===== config.mk =====
export PLATFORM = sky130hd
export DESIGN_NAME = rsa_fifo
export DESIGN_NICKNAME = d
export VERILOG_FILES = /design/src/sv/rsa_fifo.sv
export SDC_FILE = /design/constraint.sdc
export NUM_CORES = 1
export LEC_CHECK = 0
export BUFFER_PORTS_ARGS = -buffer_cell sky130_fd_sc_hd__clkbuf_2
export CORE_AREA = 2 2 43 55
export DETAILED_ROUTE_END_ITERATION = 8
export DIE_AREA = 0 0 45 57
export PLACE_DENSITY = 0.62
export RECOVER_POWER = 50
export SYNTH_ARGS = -nofsm -noshare
export SYNTH_HDL_FRONTEND = slang
export SYNTH_SLANG_ARGS = --single-unit

===== constraint.sdc =====
create_clock -name clock -period 3.41 [get_ports clock]
set_input_delay 0.682 -clock clock [delete_from_list [all_inputs] [get_ports clock]]
set_output_delay 0.682 -clock clock [all_outputs]
set_load 0.05 [all_outputs]

===== src/sv/rsa_fifo.sv =====
// Small first-in first-out queue of fixed-width items.
`default_nettype none

module rsa_fifo #(
   parameter int WIDTH = 8,
   parameter int DEPTH = 2
) (
   input  logic             clock,
   input  logic             reset,
   input  logic             push,
   input  logic [WIDTH-1:0] push_data,
   input  logic             pop,
   output logic [WIDTH-1:0] pop_data,
   output logic             full,
   output logic             empty
);

   localparam int PTR_W = $clog2(DEPTH);
   localparam int CNT_W = $clog2(DEPTH + 1);

   logic [WIDTH-1:0] slot_ff [DEPTH];
   logic [PTR_W-1:0] wr_ptr_ff, wr_ptr_in;
   logic [PTR_W-1:0] rd_ptr_ff, rd_ptr_in;
   logic [CNT_W-1:0] count_ff, count_in;
   logic             do_push;
   logic             do_pop;

   assign full     = (count_ff == CNT_W'(DEPTH));
   assign empty    = (count_ff == '0);
   assign do_push  = push && !full;
   assign do_pop   = pop && !empty;
   assign pop_data = slot_ff[rd_ptr_ff];

   // Advance pointers and occupancy
   always_comb begin
      wr_ptr_in = wr_ptr_ff;
      rd_ptr_in = rd_ptr_ff;
      count_in  = count_ff;
      if (do_push) begin
         wr_ptr_in = (wr_ptr_ff == PTR_W'(DEPTH - 1)) ? '0 : wr_ptr_ff + 1'b1;
      end
      if (do_pop) begin
         rd_ptr_in = (rd_ptr_ff == PTR_W'(DEPTH - 1)) ? '0 : rd_ptr_ff + 1'b1;
      end
      case ({do_push, do_pop})
         2'b10:   count_in = count_ff + 1'b1;
         2'b01:   count_in = count_ff - 1'b1;
         default: count_in = count_ff;
      endcase
   end

   always_ff @(posedge clock) begin
      if (reset) begin
         wr_ptr_ff <= '0;
         rd_ptr_ff <= '0;
         count_ff  <= '0;
      end else begin
         wr_ptr_ff <= wr_ptr_in;
         rd_ptr_ff <= rd_ptr_in;
         count_ff  <= count_in;
      end
   end

   // Store the pushed item
   always_ff @(posedge clock) begin
      if (do_push) begin
         slot_ff[wr_ptr_ff] <= push_data;
      end
   end

endmodule

`default_nettype wire


==> results.py <==
metrics = {
    "place": {
        "portBuffers": 21,
        "placed_cells": 92,
        "place_congestion": 0.650,
        "dp_hpwl_um": 836,
    },
    "clock_network": {
        "postCtsSetupBuffers": 0,
        "clkTransAtPathRegs_ps": 110,
        "clock-sinks": 21,
        "cts_tree": "built",
        "ctsHoldBuffers": 0,
        "clock_path_buffers": 2,
        "cts_buffers": 3,
        "htreeDepth": 1,
        "root_buffer": "clkbuf_4",
        "cts_resized": 0,
        "insertion_delay_ps": 290,
    },
    "critical_path": {
        "r2r-end": "slot_ff[0][2]$_DFFE_PP_",
        "crit_arrival_ps": 1460,
        "r2r_start": "count_ff[0]$_SDFFE_PP0P_",
        "r2r_cells": 4,
        "worst_ep_required_time_ps": 2730,
        "crit_path_start_kind": "register",
        "worstSetupEndpointType": "output port",
        "crit_fanout": 8,
        "r2r_slack_ps": 1840,
        "worst-setup-path-type": "register to output port",
    },
    "sta": {
        "clock-skew-final_ps": 7.34,
        "fmax_mhz": 466,
        "fin_setup_tns_ps": 0,
        "hold_violations": 0,
        "final-setup-viol-count": 0,
        "finalCritPeriodShare_pct": 62.9,
        "fin_crit_ps": 2150,
        "rsz0062_at_grt": "false",
        "slew_violations": 0,
        "relSlewSlack_pct": 73.7,
        "worst_pin_slew_ps": 394,
    },
    "detailed_routing": {
        "drtIter0Drc": 18,
        "drc_errors": 0,
        "totalWireLength_mm": 1.10,
        "vias": 464,
        "ant_nets": 0,
        "routedWlPerCell_um": 11.4,
        "via_per_inst": 4.83,
        "firstDrtPassIters": 4,
    },
    "layout": {
        "most-common-layout-cells": "clkbuf_2, edfxtp_1, mux2_2",
        "final_common_cell": "clkbuf_2",
        "multi_input_area_um2": 203,
        "fillCellCount": 209,
        "layout-drive-gt1-share_pct": 41.3,
        "layout.nets": 89,
        "seq_area_um2": 581,
        "instances_no_fill": 96,
        "syn2layout_area_growth_pct": 19.0,
        "antenna-diode-count": 0,
    },
    "floorplan": {
        "die_w_um": 45,
        "io_pins": 22,
        "std_cell_rows": 19,
        "core_um2": 2090,
        "die_h_um": 57,
        "die-area_um2": 2570,
        "start_util_pct": 38.2,
    },
    "synthesis": {
        "syn-cell-area_um2": 798,
        "syn_nets": 64,
        "synth_cells": 51,
        "synth.distinct_cells": 17,
        "synth.largest_area_cell": "edfxtp_1",
        "yosysWarnings": 0,
        "synth_area_leaders": "edfxtp_1, dfxtp_1, mux2_2, xnor2_1, nor2_1",
        "yosys.area.top_type_share_pct": 60.2,
        "ys_seq_elements": 21,
        "avgSynthCellArea_um2": 15.7,
        "yosysSeqAreaShare_pct": 72.7,
    },
    "grt": {
        "grt_use_total_pct": 9.71,
        "grt_max_degree": 13,
        "antenna_found_initial": 0,
        "grt_pass1_wl_mm": 1.80,
        "overflow": 0,
        "grt_pass1_vias": 451,
    },
    "min_path": {
        "holdPathStages": 2,
        "worstHoldStart": "wr_ptr_ff$_SDFFE_PP0N_",
        "hold_path_end": "wr_ptr_ff$_SDFFE_PP0N_",
        "hold_path.class": "register to register",
    },
    "job": {
        "drv_cap": 0,
    },
    "power_and_ir_drop": {
        "vdd_drop_max_mv": 0.452,
        "leakagePower_uw": 0.000383,
        "pwr_density_cell_nw_per_um2": 876,
    },
    "status": {
        "outcome": "completed",
    },
}
[where the power goes]
part	leakage [uW]	switching [uW]	internal [uW]
clock network	0.0000177	67.6	43.5
registers	0.000191	37.0	329
logic	0.000174	244	111
total	0.000383	349	483
[worst max path at each step]
stage                        start     endpoint  slack [ps]
after CTS                 register  pop_data[3]        1230
final                     register  pop_data[4]        1260
after global placement    register  pop_data[4]        1570
after detailed placement  register  pop_data[3]        1560
after global routing      register  pop_data[3]        1170
after floorplan           register  pop_data[0]        1680
[cells in the mapped netlist]
cell,count
edfxtp_1,16
mux2_2,8
dfxtp_1,5
nor2_1,4
a21oi_1,2
inv_1,2
o21ai_0,2
or3_1,2
xnor2_1,2
and3_1,1
clkbuf_1,1
ha_1,1
inv_2,1
nand2_1,1
nand2b_2,1
o21a_1,1
xor2_1,1
[cell families (layout without fill, tap and decap cells)]
| logic type | Yosys count | count (layout) | synth area share [%] |
|---|---|---|---|
| buffers and inverters | 4 | 28 | 1.88 |
| AND/OR/NAND/NOR | 9 | 9 | 5.80 |
| adder cells (fa/ha/maj) | 1 | 1 | 1.57 |
| XOR/XNOR | 3 | 3 | 3.29 |
| flip-flops | 21 | 21 | 72.7 |
| AO/OA/AOI/OAI | 5 | 5 | 3.45 |
| multiplexers | 8 | 8 | 11.3 |
[final cells by class]
cell class	count	area share (%)
Inverter	3	1.19
Multi-Input combinational cell	26	21.3
Sequential cell	21	61.1
Timing Repair Buffer	21	10.7
Clock buffer	3	2.37
Clock inverter	1	0.527
Tap cell	21	2.77
[through the flow]
step / util [%] / worst slack, ps / area (um^2) / hold WS (ps) / total power (uW)
final: 45.4 / 1260 / 950 / 497 / 832
after CTS: 45.6 / 1230 / 953 / 500 / 845
after detailed placement: 44.3 / 1560 / 926 / 484 / 734
after global routing: 45.4 / 1170 / 950 / 542 / 881
after global placement: 44.3 / 1570 / 926 / 469 / 728
after floorplan: - / 1680 / 798 / 452 / 662
[critical path: stages (launching register included)]
cell and delay, ps:
dfxtp_1 560, mux2_2 380, clkbuf_2 240
[per-layer routing]
layer	up-vias	wire (um)	global-route usage (%)
li1	233	-	-
met1	212	449	11.3
met2	17	533	15.3
met3	2	97	3.48
met4	0	14	5.04
met5	-	0	0
[sequential cells by signal (all words and copies together) (netlist names), named ones only]
name       count
slot_ff       16
count_ff       2
rd_ptr_ff      1
wr_ptr_ff      1
Power figures use the tool's default switching activity.
