===== config.mk =====
export PLATFORM = sky130hd
export DESIGN_NAME = rsa_front
export DESIGN_NICKNAME = d
export VERILOG_FILES = /design/src/sv/rsa_pkg.sv /design/src/sv/rsa_front.sv
export SDC_FILE = /design/constraint.sdc
export NUM_CORES = 1
export LEC_CHECK = 0
export BUFFER_PORTS_ARGS = -buffer_cell sky130_fd_sc_hd__buf_2
export CORE_MARGIN = 4
export CORE_UTILIZATION = 35
export DETAILED_ROUTE_END_ITERATION = 8
export MAX_ROUTING_LAYER = met4
export PLACE_DENSITY = 0.79
export SLEW_MARGIN = 10
export SYNTH_ARGS = -nofsm -noshare
export SYNTH_HDL_FRONTEND = slang
export SYNTH_SLANG_ARGS = --single-unit

===== constraint.sdc =====
create_clock -name clock -period 5.6 [get_ports clock]
set_input_delay 1.12 -clock clock [delete_from_list [all_inputs] [get_ports clock]]
set_output_delay 1.12 -clock clock [all_outputs]
set_load 0.01 [all_outputs]

===== src/sv/rsa_pkg.sv =====
// Shared types and constants of the randomness statistics accumulator.
`default_nettype none

package rsa_pkg;

   // Item operations
   typedef enum logic {
      OP_DATA = 1'b0,
      OP_READ = 1'b1
   } op_type;

   // Configuration register indexes
   localparam int CSR_INDEX_W = 2;
   localparam int CSR_DATA_W  = 48;

   typedef enum logic [CSR_INDEX_W-1:0] {
      CSR_FOLD_ENABLE    = 2'd0,
      CSR_BIT_MODE       = 2'd1,
      CSR_INCIRCLE_LIMIT = 2'd2
   } csr_index_type;

   // Field widths
   localparam int CORR_W  = 63;
   localparam int COUNT_W = 48;
   localparam int LIMIT_W = 48;
   localparam int HIST_W  = 32;
   localparam int SYMBOLS = 256;

   localparam logic [LIMIT_W-1:0] INCIRCLE_RESET = 48'd281474943156225;

   // Queue depths
   localparam int CMD_DEPTH = 2;
   localparam int RSP_DEPTH = 4;

   // Classified item handed from front to back
   typedef struct packed {
      op_type     op;
      logic [7:0] value;      // data byte, folded when enabled, or symbol of a read
      logic       bit_mode;
      logic       in_range;   // read bank exists
   } cmd_type;

   // One result item
   typedef struct packed {
      logic [CORR_W-1:0]  correlation_sum;
      logic [COUNT_W-1:0] total_count;
      logic [COUNT_W-1:0] trial_count;
      logic [COUNT_W-1:0] inside_count;
      logic [7:0]         first_value;
      logic               first_valid;
      logic [7:0]         last_value;
      logic [COUNT_W-1:0] ones_count;
      logic [COUNT_W-1:0] zeros_count;
      logic [HIST_W-1:0]  hist_count;
   } rsp_type;

   // Histogram access request
   typedef struct packed {
      logic valid;   // read the entry this cycle
      logic incr;    // and bump it in the next cycle
   } hist_req_type;

endpackage

`default_nettype wire


===== src/sv/rsa_front.sv =====
// Front end: case folding, bank selection and classification of each item.
`default_nettype none

module rsa_front import rsa_pkg::*; #(
   parameter int HIST_BANKS = 4,
   parameter int BANK_W = (HIST_BANKS > 1) ? $clog2(HIST_BANKS) : 1
) (
   input  logic              clock,
   input  logic              reset,
   input  logic              fold_enable,
   input  logic              bit_mode,
   input  logic              accept,
   input  logic              req_op,
   input  logic [7:0]        req_data_byte,
   input  logic              req_buffer_start,
   input  logic [1:0]        req_read_bank,
   input  logic [7:0]        req_read_symbol,
   output cmd_type           cmd,
   output logic [BANK_W-1:0] cmd_bank
);

   localparam logic [7:0] ASCII_BASE  = 8'h41;
   localparam logic [7:0] ASCII_SPAN  = 8'd26;
   localparam logic [7:0] LATIN_BASE  = 8'hC0;
   localparam logic [7:0] LATIN_SPAN  = 8'd31;
   localparam logic [7:0] LATIN_SKIP  = 8'hD7;
   localparam logic [7:0] FOLD_OFFSET = 8'h20;
   localparam int         RB_W        = (BANK_W > 2) ? BANK_W : 2;

   // Map upper case ASCII and Latin-1 letters to lower case
   function automatic logic [7:0] fold_byte(input logic [7:0] c);
      logic ascii_up;
      logic latin_up;
      ascii_up = (8'(c - ASCII_BASE) < ASCII_SPAN);
      latin_up = (8'(c - LATIN_BASE) < LATIN_SPAN) && (c != LATIN_SKIP);
      return (ascii_up || latin_up) ? 8'(c + FOLD_OFFSET) : c;
   endfunction

   logic [BANK_W-1:0] bank_pos_ff, bank_pos_in;
   logic [BANK_W-1:0] bank_now;
   logic [RB_W-1:0]   read_bank_ext;
   logic              is_data;

   assign is_data       = (op_type'(req_op) == OP_DATA);
   assign bank_now      = req_buffer_start ? '0 : bank_pos_ff;
   assign read_bank_ext = RB_W'(req_read_bank);

   // Classify the item
   always_comb begin
      cmd.op       = op_type'(req_op);
      cmd.bit_mode = bit_mode;
      cmd.in_range = (int'(req_read_bank) < HIST_BANKS);
      if (is_data) begin
         cmd.value = fold_enable ? fold_byte(req_data_byte) : req_data_byte;
         cmd_bank  = bank_now;
      end else begin
         cmd.value = req_read_symbol;
         cmd_bank  = read_bank_ext[BANK_W-1:0];
      end
   end

   // Advance the bank position on byte-mode data items only; a buffer start resets it
   always_comb begin
      bank_pos_in = bank_pos_ff;
      if (accept && is_data) begin
         if (bit_mode) begin
            bank_pos_in = bank_now;
         end else begin
            bank_pos_in = (bank_now == BANK_W'(HIST_BANKS - 1)) ? '0 : bank_now + 1'b1;
         end
      end
   end

   always_ff @(posedge clock) begin
      if (reset) begin
         bank_pos_ff <= '0;
      end else begin
         bank_pos_ff <= bank_pos_in;
      end
   end

endmodule

`default_nettype wire


==> results.md, run 1 <==
Logic synthesis:
- The number of synthesized register bits is 2.
- The distinct cell type count after synthesis is 34.
- Dividing the synthesized area by the synthesized cell count gives 6.91 µm².
- The cell count after synthesis came out at 79.
- Sorting the synthesized cells by area gives the leading types as sky130_fd_sc_hd__ha_1 9.2%, sky130_fd_sc_hd__o21ai_0 9.2%, sky130_fd_sc_hd__nand2_1 7.6%.
- Summing every instance area after synthesis gives 546 µm².
- Of the post-synthesis cell area, the dominant cell type holds 0.0917.
- The synthesized netlist net count is 108.
- The share of the Yosys chip area taken by registers is 0.0734.
- The synthesis warning total is 0.
- The cell taking the most area after synthesis is sky130_fd_sc_hd__ha_1.

Layout:
- The number of inserted diodes is 0.
- In the final layout, the share of cells above drive strength 1 is 0.442.
- More flip-flops sit in one register than any other, and that register is bank_pos_ff.
- The number of standard cells in the final layout excluding fillers is 128.
- The number of flip-flops in the largest register is 2.
- Relative to the synthesized area, the layout overhead comes to 35.1%.
- The largest registers in the layout are bank_pos_ff: 2 flops.
- The number of nets in the final layout is 144.

Drt:
- The detailed-route via count is 655.
- In the routed layout, each cell is associated on average with a via count of 5.12.
- The detail route stage leaves a number of antenna-violating nets equal to 0.
- The first detailed-routing pass ran for 4 iterations.
- The total detailed-routing wirelength is 1.45 mm.
- The residual DRC count is 0.
- In this run, the number of DRC markers left after iteration 0 of detailed routing was 7.
- The routed length per placed instance is 11.3 µm.

Global route:
- The total overflow left after global routing is 0.
- The number of antenna violations at the first check in global routing is 0.
- For this run, the total global-route usage over all layers was measured as 0.138.
- The global-route wire length before repair is 2.24 mm.
- The via count of the first global-routing pass is 614.
- The pin count of the biggest net entering global routing is 20.

Critical path:
- The data arrival time at the worst-slack endpoint is 2.94 ns.
- The worst setup path is launched from an input pin.
- The largest individual stage delay along the critical path comes from the cell sky130_fd_sc_hd__or3b_1.
- In this run the worst path has a maximum fanout of 6.
- For the worst setup path, the data required time is 4.48 ns.
- The setup check on the worst reg-to-reg path leaves a slack of 4.45 ns.
- The depth of the worst register-to-register path is 3.
- The nature of the critical path endpoint is an output pin.
- The delay of the slowest cell on the worst path is 0.36 ns.
- The worst register-to-register path begins at bank_pos_ff[0].
- The capture instance of the worst register-to-register path is bank_pos_ff[1].
- The signal on the critical path passes through buf_2 > inv_1 > ha_1 > or3b_1 > mux2i_1 > a22oi_1 > o31ai_4 > a21oi_1 > o31ai_2 > buf_2.
- In this design, the critical path's most frequently occurring cell is sky130_fd_sc_hd__buf_2.
- By startpoint and endpoint, the worst setup path is classified as in -> out.

Clock network:
- Once the clock tree was built, the resizer swapped 0 gates to a different size.
- The number of clock sinks seen by CTS is 2.
- The tree is rooted in a sky130_fd_sc_hd__clkbuf_4.
- TritonCTS built the clock tree.
- In this run the number of H-tree levels came out at 1.
- The hold-fix buffer count after cts is 0.
- The clock transition at the registers of the reported paths is 0.03 ns.
- The number of clock buffers inserted by TritonCTS is 3.
- The buffer count from post-CTS setup fixing is 0.
- In this run the deepest clock path goes through 2 buffers.
- The clock latency on the worst-skew pair is 0.21 ns.

Floorplanning:
- The horizontal die dimension is 47.5 µm.
- The top-level port count is 38.
- The overall die height is 47.5 µm.
- The site row count is 13.
- The core region area is 1380 µm².
- The die outline area is 2250 µm².
- The initial utilization of the core area, before any placement, comes to 0.395.

STA:
- Setup violations remaining at the end of the flow were counted as 0.
- The final setup TNS is 0 ns.
- Setup repair after global routing left no endpoint under its margin.
- The maximum clock rate is 0.246 GHz.
- The clock arrives with 0.000811 ns of skew.
- The final clock period utilization by the worst path is 0.725.
- The number of hold violations in the final report is 0.
- The final max-slew violation count was 0.
- The final period demand of the worst path is 4.06 ns.

Min path:
- The worst min-delay path startpoint is bank_pos_ff[1].
- The min-delay analysis places its worst path in the category reg -> reg.
- The path with the worst hold slack has its endpoint at bank_pos_ff[1].
- The worst hold path passes through 2 cells.

Run status:
- The flow ran to the end, and the final reports show no timing, DRC or antenna violations.

Power:
- Dividing total power by cell area gives a power density of 127 nW/µm².
- The leakage power summed over all cells is 0.000367 µW.
- The maximum vdd drop is 85.6 µV.

Placed design:
- Buffers placed on the I/O ports in this run total 36.
- The count of placed standard cells including taps is 125.
- The estimated wirelength of the detail-placed design is 1.26 mm.
- The final estimated routing congestion in global placement is 0.831.

Flow run:
- Across the run, the number of max-cap violations was 0.
-- per-stage QoR --
step / setup slack [ns] / instance area, µm² / utilization / total power, µW / hold slack, ns
after floorplan: 1.85 / 546 / - / 45.1 / 0.452
after global placement: 1.61 / 714 / 0.517 / 63.3 / 0.474
after detailed placement: 1.52 / 714 / 0.517 / 64.5 / 0.487
after CTS: 1.52 / 737 / 0.533 / 95.4 / 0.492
after global routing: 1.35 / 737 / 0.533 / 104 / 0.533
final: 1.54 / 737 / 0.533 / 93.8 / 0.486
-- cell type report --
| type | instances | area, µm² |
|---|---|---|
| Sequential cell | 2 | 40.0 |
| Multi-Input combinational cell | 66 | 453 |
| Timing Repair Buffer | 36 | 180 |
| Inverter | 6 | 22.5 |
| Clock buffer | 3 | 22.5 |
| Fill cell | 139 | 646 |
| Tap cell | 15 | 18.8 |
-- worst max-delay path: cells and delay by family --
family,cells,cell delay [ns]
AOI/OAI and AO/OA,4,0.74
adders and majority gates,1,0.23
buffers and inverters,3,0.36
muxes,1,0.13
and+or+nand+nor,1,0.36
-- cells by family after synthesis --
| group | count (synthesis) | synth area share |
|---|---|---|
| compound gates | 25 | 0.328 |
| flops | 2 | 0.0734 |
| mux | 5 | 0.0986 |
| buf+inv | 11 | 0.0963 |
| simple gates | 30 | 0.289 |
| fa+ha+maj | 4 | 0.0917 |
| other cells | 1 | 0.00687 |
| xor+xnor | 1 | 0.0161 |
-- metal layers --
| metal | routed length, µm | GRT usage |
|---|---|---|
| met5 | 0 | - |
| met2 | 722 | 0.238 |
| met1 | 606 | 0.161 |
| met3 | 119 | 0.0263 |
| met4 | 0 | 0.0387 |
-- cell usage after synthesis, drive strengths merged --
cell / number
dfxtp: 2
nand4: 1
nand2b: 3
and2: 1
nor3: 2
nand3: 3
a21o: 1
mux2i: 2
nor2: 3
o221ai: 1
and2b: 1
ha: 4
buf: 3
o31ai: 3
xnor2: 1
nor2b: 1
a21oi: 6
o21ba: 1
or3b: 1
conb: 1
and3: 1
nand2: 11
a22oi: 1
or4: 2
clkbuf: 2
mux2: 3
o21ai: 12
inv: 6
-- report_power, final --
| part | total (µW) | leakage (µW) | switching, µW | internal, µW |
|---|---|---|---|---|
| Combinational | 48.5 | 0.000337 | 25.8 | 22.7 |
| Sequential | 15.3 | 0.0000162 | 0.474 | 14.9 |
| Clock | 29.9 | 0.0000138 | 6.43 | 23.5 |
| Total | 93.8 | 0.000367 | 32.7 | 61.0 |
-- how the worst max path moves through the flow --
| stage | depth (start not counted) | slack (ns) | startpoint | endpoint |
|---|---|---|---|---|
| final | 10 | 1.54 | req_data_byte[0] | cmd[8] |
| after CTS | 10 | 1.52 | req_data_byte[0] | cmd[8] |
| after global placement | 10 | 1.61 | req_data_byte[0] | cmd[8] |
| after detailed placement | 10 | 1.52 | req_data_byte[0] | cmd[8] |
| after global routing | 10 | 1.35 | req_data_byte[1] | cmd[8] |
| after floorplan | 8 | 1.85 | req_data_byte[0] | cmd[8] |
-- layout by cell type (no fill, tap or decap), types with 2 or more instances in the layout --
cell,n
sky130_fd_sc_hd__mux2i_1,2
sky130_fd_sc_hd__dfxtp_1,2
sky130_fd_sc_hd__nor2_1,3
sky130_fd_sc_hd__buf_2,36
sky130_fd_sc_hd__nand2_1,11
sky130_fd_sc_hd__o21ai_0,10
sky130_fd_sc_hd__nand2b_1,3
sky130_fd_sc_hd__nor3_1,2
sky130_fd_sc_hd__a21oi_1,5
sky130_fd_sc_hd__nand3_1,3
sky130_fd_sc_hd__clkbuf_4,3
sky130_fd_sc_hd__inv_1,6
sky130_fd_sc_hd__ha_1,4
sky130_fd_sc_hd__mux2_2,3
(Power assumes the default switching activity.)
==> run 2, diff against run 1 <==
--- a/config.mk
+++ b/config.mk
@@ -5,6 +5,7 @@
 export SDC_FILE = /design/constraint.sdc
 export NUM_CORES = 1
 export LEC_CHECK = 0
+export ABC_AREA = 1
 export BUFFER_PORTS_ARGS = -buffer_cell sky130_fd_sc_hd__buf_2
 export CORE_MARGIN = 4
 export CORE_UTILIZATION = 35
==> constraint.sdc (replaced) <==
create_clock -name clock -period 4 [get_ports clock]
set_input_delay 0.8 -clock clock [delete_from_list [all_inputs] [get_ports clock]]
set_output_delay 0.8 -clock clock [all_outputs]
set_load 0.01 [all_outputs]
==> run 2 against run 1 <==
Final cell count grew 20%. Routed wire length grew 5.2%. Utilization shrank 0.090 points. Total power grew 39%. Clock skew is essentially flat. Clock-buffer cell count is the same. Critical path depth grew 2. Largest power group unchanged. Sequential cell count is the same.
==> results.md, run 2 <==
STA:
- The final clock period utilization by the worst path is 0.747.
- The final period demand of the worst path is 2.99 ns.
- The worst-case setup margin in the final layout is 1.01 ns.
- Setup violations remaining at the end of the flow were counted as 0.
- Timing would allow up to 0.335 GHz.
- The final setup TNS is 0 ns.
- The worst hold-check slack is 0.456 ns.
- The final max-slew violation count is 0.
- The number of hold violations in the final report is 0.
- Clock skew on the completed layout was measured at 0.000551 ns.
- Setup repair after global routing left no endpoint under its margin.

Drt:
- In the routed layout, each cell is associated on average with a via count of 5.01.
- The first detailed-routing pass took 4 iterations.
- The total detailed-routing wirelength is 1.52 mm.
- In this run the remaining antenna-violating nets after routing total 0.
- The routed length per placed instance is 9.95 µm.
- For this block, the initial DRC count from the detailed router was 15.
- The detailed router placed 767 vias in this run.
- The residual DRC count is 0.

Global route:
- The number of antenna violations at the first check in global routing is 0.
- The remaining global-route overflow is 0.
- The global-route total usage across every layer is 0.146.
- The via count of the first global-routing pass is 639.
- Entering global routing, the biggest net connects 19 pins.
- The first global-routing pass estimated 2.35 mm of wire.

Placed design:
- The placed instance area is 713 µm².
- The setup slack at placement is 1.01 ns.
- The estimated wirelength of the detail-placed design is 1.29 mm.
- The congestion estimate from routability-driven global placement came to 0.876.
- In this run the tool buffered the top-level ports with 36 buffer cells.

Critical path:
- The endpoint identified for the worst register-to-register timing path is bank_pos_ff[1].
- The top fanout value on the critical path is 6.
- In this run the register-to-register setup slack is 2.95 ns.
- The setup path with the least slack is of type in -> out.
- The worst register-to-register path has a depth of 6.
- The nature of the critical path endpoint is an output pin.
- The worst endpoint required time is 3.20 ns.
- STA puts the critical path data arrival time at 2.19 ns.
- In this run the critical register-to-register path is launched from bank_pos_ff[0].
- STA classifies the critical path startpoint as an input pin.

Logic synthesis:
- The post-synthesis instance area is 541 µm².
- The per-instance average area after synthesis is 5.25 µm².
- The synthesis warning total is 0.
- Among all cell types in the netlist, the one instantiated most often is sky130_fd_sc_hd__nand2_1.
- Of the post-synthesis cell area, the dominant cell type holds 0.250.
- After synthesis the netlist holds a flip-flop and latch count of 2.
- The fraction of the yosys area taken by sequential cells is 0.0741.
- The netlist uses 20 different library cells.
- The largest total area in the synthesized netlist belongs to sky130_fd_sc_hd__nand2_1.
- By count the netlist is led by 36 x sky130_fd_sc_hd__nand2_1, 10 x sky130_fd_sc_hd__inv_1, 10 x sky130_fd_sc_hd__nand3_1, 8 x sky130_fd_sc_hd__nor2_1, 8 x sky130_fd_sc_hd__o21ai_0.
- Counting flops with an async set or reset pin after synthesis yields a share of 0.
- Counting every net in the synthesized netlist gives 132.
- Ranked by total cell area, the synthesized netlist is headed by sky130_fd_sc_hd__nand2_1 25%, sky130_fd_sc_hd__ha_1 9.3%, sky130_fd_sc_hd__nand3_1 9.3%.
- The number of enable-type register cells in the synthesized netlist is 0.
- The most used flip-flop cell after synthesis is sky130_fd_sc_hd__dfxtp_1.
- After technology mapping, the gate count stands at 103.

Clock network:
- The root cell of the clock tree is sky130_fd_sc_hd__clkbuf_4.
- The number of buffers on the longest clock path is 2.
- The clock transition at the registers of the reported paths is 0.03 ns.
- The post-cts sizing count is 0.
- The number of clock sinks seen by CTS is 2.
- The clock latency on the worst-skew pair is 0.22 ns.
- The hold-fix buffer count after cts is 0.
- In this run the number of H-tree levels came out at 1.
- TritonCTS built the clock tree.
- The buffer count from post-CTS setup fixing is 0.
- The number of clock buffers added by TritonCTS is 3.

Floorplanning:
- For this design the top-level I/O count stands at 38.
- The floorplan step set the die width to 47.3 µm.
- In this run the vertical extent of the chip is 47.3 µm.
- The floorplan step defined a die boundary enclosing 2240 µm².
- The initial utilization of the core area, before any placement, comes to 0.391.
- The floorplan has 13 rows.
- The floorplan step defined a core boundary enclosing 1380 µm².

Layout:
- The post-route cell area is 736 µm².
- The number of antenna diodes in the final layout is 0.
- The largest registers in the layout are bank_pos_ff: 2 flops.
- Counting the fill cells in the layout gives 159.
- The number of flip-flops in the largest register is 2.
- In the final design database the tool counted 169 nets.
- The register with the most flip-flops is bank_pos_ff.
- Leaving out fill and tap cells, the most frequent cells in the layout are 36 x sky130_fd_sc_hd__nand2_1, 36 x sky130_fd_sc_hd__buf_2, 10 x sky130_fd_sc_hd__inv_1, 10 x sky130_fd_sc_hd__nand3_1.
- The multi-input combinational cell area is 425 µm².
- The share of post-route cells with drive strength above 1 is 0.348.
- The growth of design area from synthesis to finish is 36.1%.
- The sequential cell area is 40.0 µm².

Min path:
- The worst min-delay path startpoint is bank_pos_ff[1].
- For hold timing, the worst endpoint is bank_pos_ff[1].
- Along the worst hold path, the cell count comes to 1.
- In this run the worst hold path is classified as reg -> reg.

Power:
- The total power divided by cell area is 177 nW/µm².
- VDD sags by at most 127 µV.
- The leakage power summed over all cells is 0.000422 µW.
- The overall power of the completed layout is 130 µW.

Flow run:
- Max-cap violations in this run came to 0.

Run status:
- The run finished with clean final reports.
==> run 2: kinds of logic (layout without fill, tap and decap cells) <==
| group | count (synthesis) | count (layout) | synth area share |
|---|---|---|---|
| buf+inv | 17 | 52 | 0.139 |
| fa+ha+maj | 4 | 4 | 0.0926 |
| other cells | 1 | 1 | 0.00694 |
| simple gates | 65 | 65 | 0.546 |
| compound gates | 14 | 14 | 0.141 |
| flops | 2 | 2 | 0.0741 |
==> run 2: metrics by stage <==
step                      utilization  instances
after floorplan                     -        103
after global placement          0.516        150
after detailed placement        0.516        150
after CTS                       0.532        153
after global routing            0.532        153
final                           0.532        153
==> run 2: final cells by class <==
class	instances	area share
inverter	13	0.0663
multi-input combinational	84	0.578
timing repair buffer	36	0.245
clock buffer	3	0.0306
sequential	2	0.0544
tap	15	0.0255
==> run 2: layer usage <==
layer	vias up	part of all wire	GRT usage
li1	407	-	-
met1	341	0.46	0.176
met2	19	0.48	0.246
met3	0	0.054	0.0230
met4	0	0	0.0442
met5	-	0	-
==> run 2: worst max-delay path, stage by stage <==
cell and delay (ns):
sky130_fd_sc_hd__buf_2 0.15, sky130_fd_sc_hd__inv_1 0.10, sky130_fd_sc_hd__ha_1 0.22, sky130_fd_sc_hd__a21oi_1 0.19, sky130_fd_sc_hd__nand3_1 0.09, sky130_fd_sc_hd__nand2_1 0.09
sky130_fd_sc_hd__nand3_2 0.09, sky130_fd_sc_hd__nand2_4 0.09, sky130_fd_sc_hd__nand4_1 0.09, sky130_fd_sc_hd__nand3_1 0.09, sky130_fd_sc_hd__nand2_1 0.05, sky130_fd_sc_hd__buf_2 0.13
==> run 2: power by group <==
| group | total [µW] | switching [µW] | internal, µW |
|---|---|---|---|
| Combinational | 66.6 | 39.6 | 27.0 |
| Sequential | 21.3 | 0.365 | 20.9 |
| Clock | 42.2 | 9.28 | 32.9 |
==> run 2: worst max-delay path by stage <==
stage	cells past startpoint	end	slack, ns	from
5_1_grt	16	cmd[9]	0.86	req_data_byte[5]
3_3_place_gp	13	cmd[7]	1.04	req_data_byte[0]
6_report	12	cmd[9]	1.01	req_data_byte[5]
4_1_cts	12	cmd[9]	1.00	req_data_byte[5]
2_1_floorplan	12	cmd[9]	1.38	req_data_byte[0]
3_5_place_dp	12	cmd[9]	1.01	req_data_byte[5]
==> run 3, diff against run 2 <==
--- a/config.mk
+++ b/config.mk
@@ -5,7 +5,7 @@
 export SDC_FILE = /design/constraint.sdc
 export NUM_CORES = 1
 export LEC_CHECK = 0
-export ABC_AREA = 1
+export ABC_AREA = 0
 export BUFFER_PORTS_ARGS = -buffer_cell sky130_fd_sc_hd__buf_2
 export CORE_MARGIN = 4
 export CORE_UTILIZATION = 35
==> constraint.sdc (replaced) <==
create_clock -name clock -period 3 [get_ports clock]
set_input_delay 0.6 -clock clock [delete_from_list [all_inputs] [get_ports clock]]
set_output_delay 0.6 -clock clock [all_outputs]
set_load 0.01 [all_outputs]
==> run 3 against run 2 <==
Clock power rose by 47%. Register-to-register slack got worse by 1.1 ns. Sequential power rose by 34%. Critical path depth fell by 2. Utilization rose by 3.2 points. Hold slack improved by 0.030 ns. First-iteration DRC count fell by 53%. Routed wire length rose by 3.7%. Non-clock buffer count rose by 2. Global-route usage rose by 0.57 points. Critical path type unchanged. Combinational power rose by 48%.
==> results.md, run 3 (synthesis gave the netlist of run 1 again) <==
Run status:
- The run finished with clean final reports.

Critical path:
- STA classifies the critical path endpoint as an output pin.
- The worst endpoint required time is 2.40 ns.
- The slack of the worst reg-to-reg path is 1.86 ns.
- In this run the critical register-to-register path is captured at bank_pos_ff[1].
- The top fanout value on the critical path is 4.
- The critical path ends at cmd[8].
- STA puts the critical path data arrival time at 2.31 ns.
- The critical path starts at req_data_byte[1].
- The worst setup path is of the in -> out kind.
- The critical register-to-register path startpoint is bank_pos_ff[0].
- The worst setup path is launched from an input pin.
- Measured in cells, the most critical reg-to-reg path has a length of 3.

STA:
- The number of hold violations in the final report is 0.
- Dividing the final minimum period by the clock period gives 0.969.
- Based on the critical path, the design can be clocked at up to 0.344 GHz.
- The final max-slew violation count is 0.
- The routed design could run at a clock period as short as 2.91 ns.
- The count of final setup violators is 0.
- The worst-case setup margin in the final layout is 0.0922 ns.
- For the final database, setup skew stands at 0.00911 ns.

Placed design:
- The count of buffers inserted at the top-level ports is 36.
- The congestion estimate from routability-driven global placement came to 0.853.
- OpenSTA, run right after detailed placement, puts the worst setup slack at 0.00943 ns.
- The placed instance area is 722 µm².
- The HPWL after detailed placement is 1.26 mm.

Global route:
- The global-route total usage across every layer is 0.152.
- Entering global routing, the biggest net connects 20 pins.
- Global routing finished with a remaining overflow of 0.
- The first global-routing pass estimated 2.39 mm of wire.
- The number of antenna violations at the first check in global routing came to 0.
- The via count of the first global-routing pass came to 591.

Layout:
- The largest registers in the layout are bank_pos_ff: 2 flops.
- The share of post-route cells with drive strength above 1 is 0.513.
- The number of antenna diodes in the final layout is 0.
- The register with the most flip-flops in the layout has 2 of them.
- The post-route cell area is 779 µm².
- For this run, the post-layout net count is 146.
- The library cell used most frequently in the layout, excluding fill and tap cells, is sky130_fd_sc_hd__buf_2.
- The top cell types in the final layout, fill and taps aside, are 36 x sky130_fd_sc_hd__buf_2, 11 x sky130_fd_sc_hd__nand2_1, 10 x sky130_fd_sc_hd__o21ai_0, 4 x sky130_fd_sc_hd__inv_1, 4 x sky130_fd_sc_hd__a21oi_1.
- The register with the most flip-flops is bank_pos_ff.
- Relative to the synthesized area, the layout overhead comes to 42.9%.

Clock network:
- The clock transition at the registers of the reported paths is 0.04 ns.
- CTS built an H-tree with a depth of 1.
- The CTS tree is done.
- The number of clock buffers inserted by TritonCTS is 3.
- The tree is rooted in a sky130_fd_sc_hd__clkbuf_4.
- No sink is reached through more buffers than the 2 on the longest clock path.
- The clock latency on the worst-skew pair is 0.23 ns.
- For this design, the CTS-stage hold fixing added 0 buffers.
- The number of clock sinks seen by CTS is 2.

Drt:
- The routed layout has 673 vias.
- The residual DRC count is 0.
- The routed length per placed instance is 12.1 µm.
- For this block, the routed nets add up to 1.58 mm of wire.
- The via density per instance is 5.18.
- For this block, the initial DRC count from the detailed router was 7.
- The number of iterations in the first detailed-routing pass is 4.
- In this run the remaining antenna-violating nets after routing total 0.

Floorplanning:
- The core region area is 1380 µm².
- The floorplan has 13 rows.
- The top-level port count is 38.
- The floorplan step defined a die boundary enclosing 2250 µm².
- The initial utilization of the core area, before any placement, comes to 0.395.
- The horizontal die dimension is 47.5 µm.
- The overall die height is 47.5 µm.

Flow run:
- Across the run, the number of max-cap violations was 0.

Power:
- The maximum vdd drop is 105 µV.
- Summed over all cells, the static leakage comes to 0.000377 µW.
- The total power divided by cell area is 243 nW/µm².

Min path:
- The depth of the worst hold-timing path is 2.
- The path class of the tightest hold or removal check is reg -> reg.
## run 3: report_power, final
group	total (µW)	switching (µW)	internal, µW
sequential	28.6	0.933	27.7
clock	62.1	17.8	44.4
combinational	98.7	52.3	46.4
## run 3: what timing repair did
action	CTS	global route
endpoints found under the hold margin	0	0
endpoints found under the setup margin	0	3
gates resized for setup	0	8
buffers inserted	0	1
## run 3: per-layer routing
metal  share of wire  up-vias  track usage  routed length, µm
li1                -      352            -                  -
met1            0.42      291        0.172                659
met2            0.51       28        0.270                801
met3           0.067        2       0.0226                106
met4          0.0076        0       0.0497                 12
met5               0        -            -                  0
## run 3: critical path, stage by stage
cell and delay (ns):
sky130_fd_sc_hd__buf_2 0.12, sky130_fd_sc_hd__inv_2 0.07, sky130_fd_sc_hd__ha_4 0.13, sky130_fd_sc_hd__or3b_4 0.37
sky130_fd_sc_hd__mux2i_2 0.18, sky130_fd_sc_hd__a22oi_2 0.15, sky130_fd_sc_hd__o31ai_4 0.23, sky130_fd_sc_hd__a21oi_2 0.09
sky130_fd_sc_hd__o31ai_2 0.20, sky130_fd_sc_hd__buf_2 0.16
## run 3: worst min path at each step
stage              startpoint             end  slack (ns)
2_1_floorplan  bank_pos_ff[1]  bank_pos_ff[1]        0.45
3_3_place_gp   bank_pos_ff[1]  bank_pos_ff[1]        0.47
3_5_place_dp   bank_pos_ff[1]  bank_pos_ff[1]        0.48
4_1_cts        bank_pos_ff[1]  bank_pos_ff[1]        0.49
5_1_grt        bank_pos_ff[1]  bank_pos_ff[1]        0.53
6_report       bank_pos_ff[1]  bank_pos_ff[1]        0.49
## run 3: cell type report
type | instances | area (µm²)
multi-input combinational | 66 | 480
clock buffer | 3 | 22.5
tap | 15 | 18.8
fill | 142 | 603
inverter | 6 | 22.5
timing repair buffer | 38 | 195
sequential | 2 | 40.0
## run 3: stage by stage
| stage | instances | TNS [ns] | total power [µW] | hold slack (ns) | util |
|---|---|---|---|---|---|
| floorplan | 79 | 0 | 84.2 | 0.452 | - |
| global placement | 126 | 0 | 119 | 0.474 | 0.522 |
| detailed placement | 126 | 0 | 121 | 0.484 | 0.522 |
| CTS | 129 | 0 | 184 | 0.489 | 0.538 |
| global route | 130 | -0.00681 | 205 | 0.535 | 0.564 |
| finish | 130 | 0 | 189 | 0.486 | 0.564 |
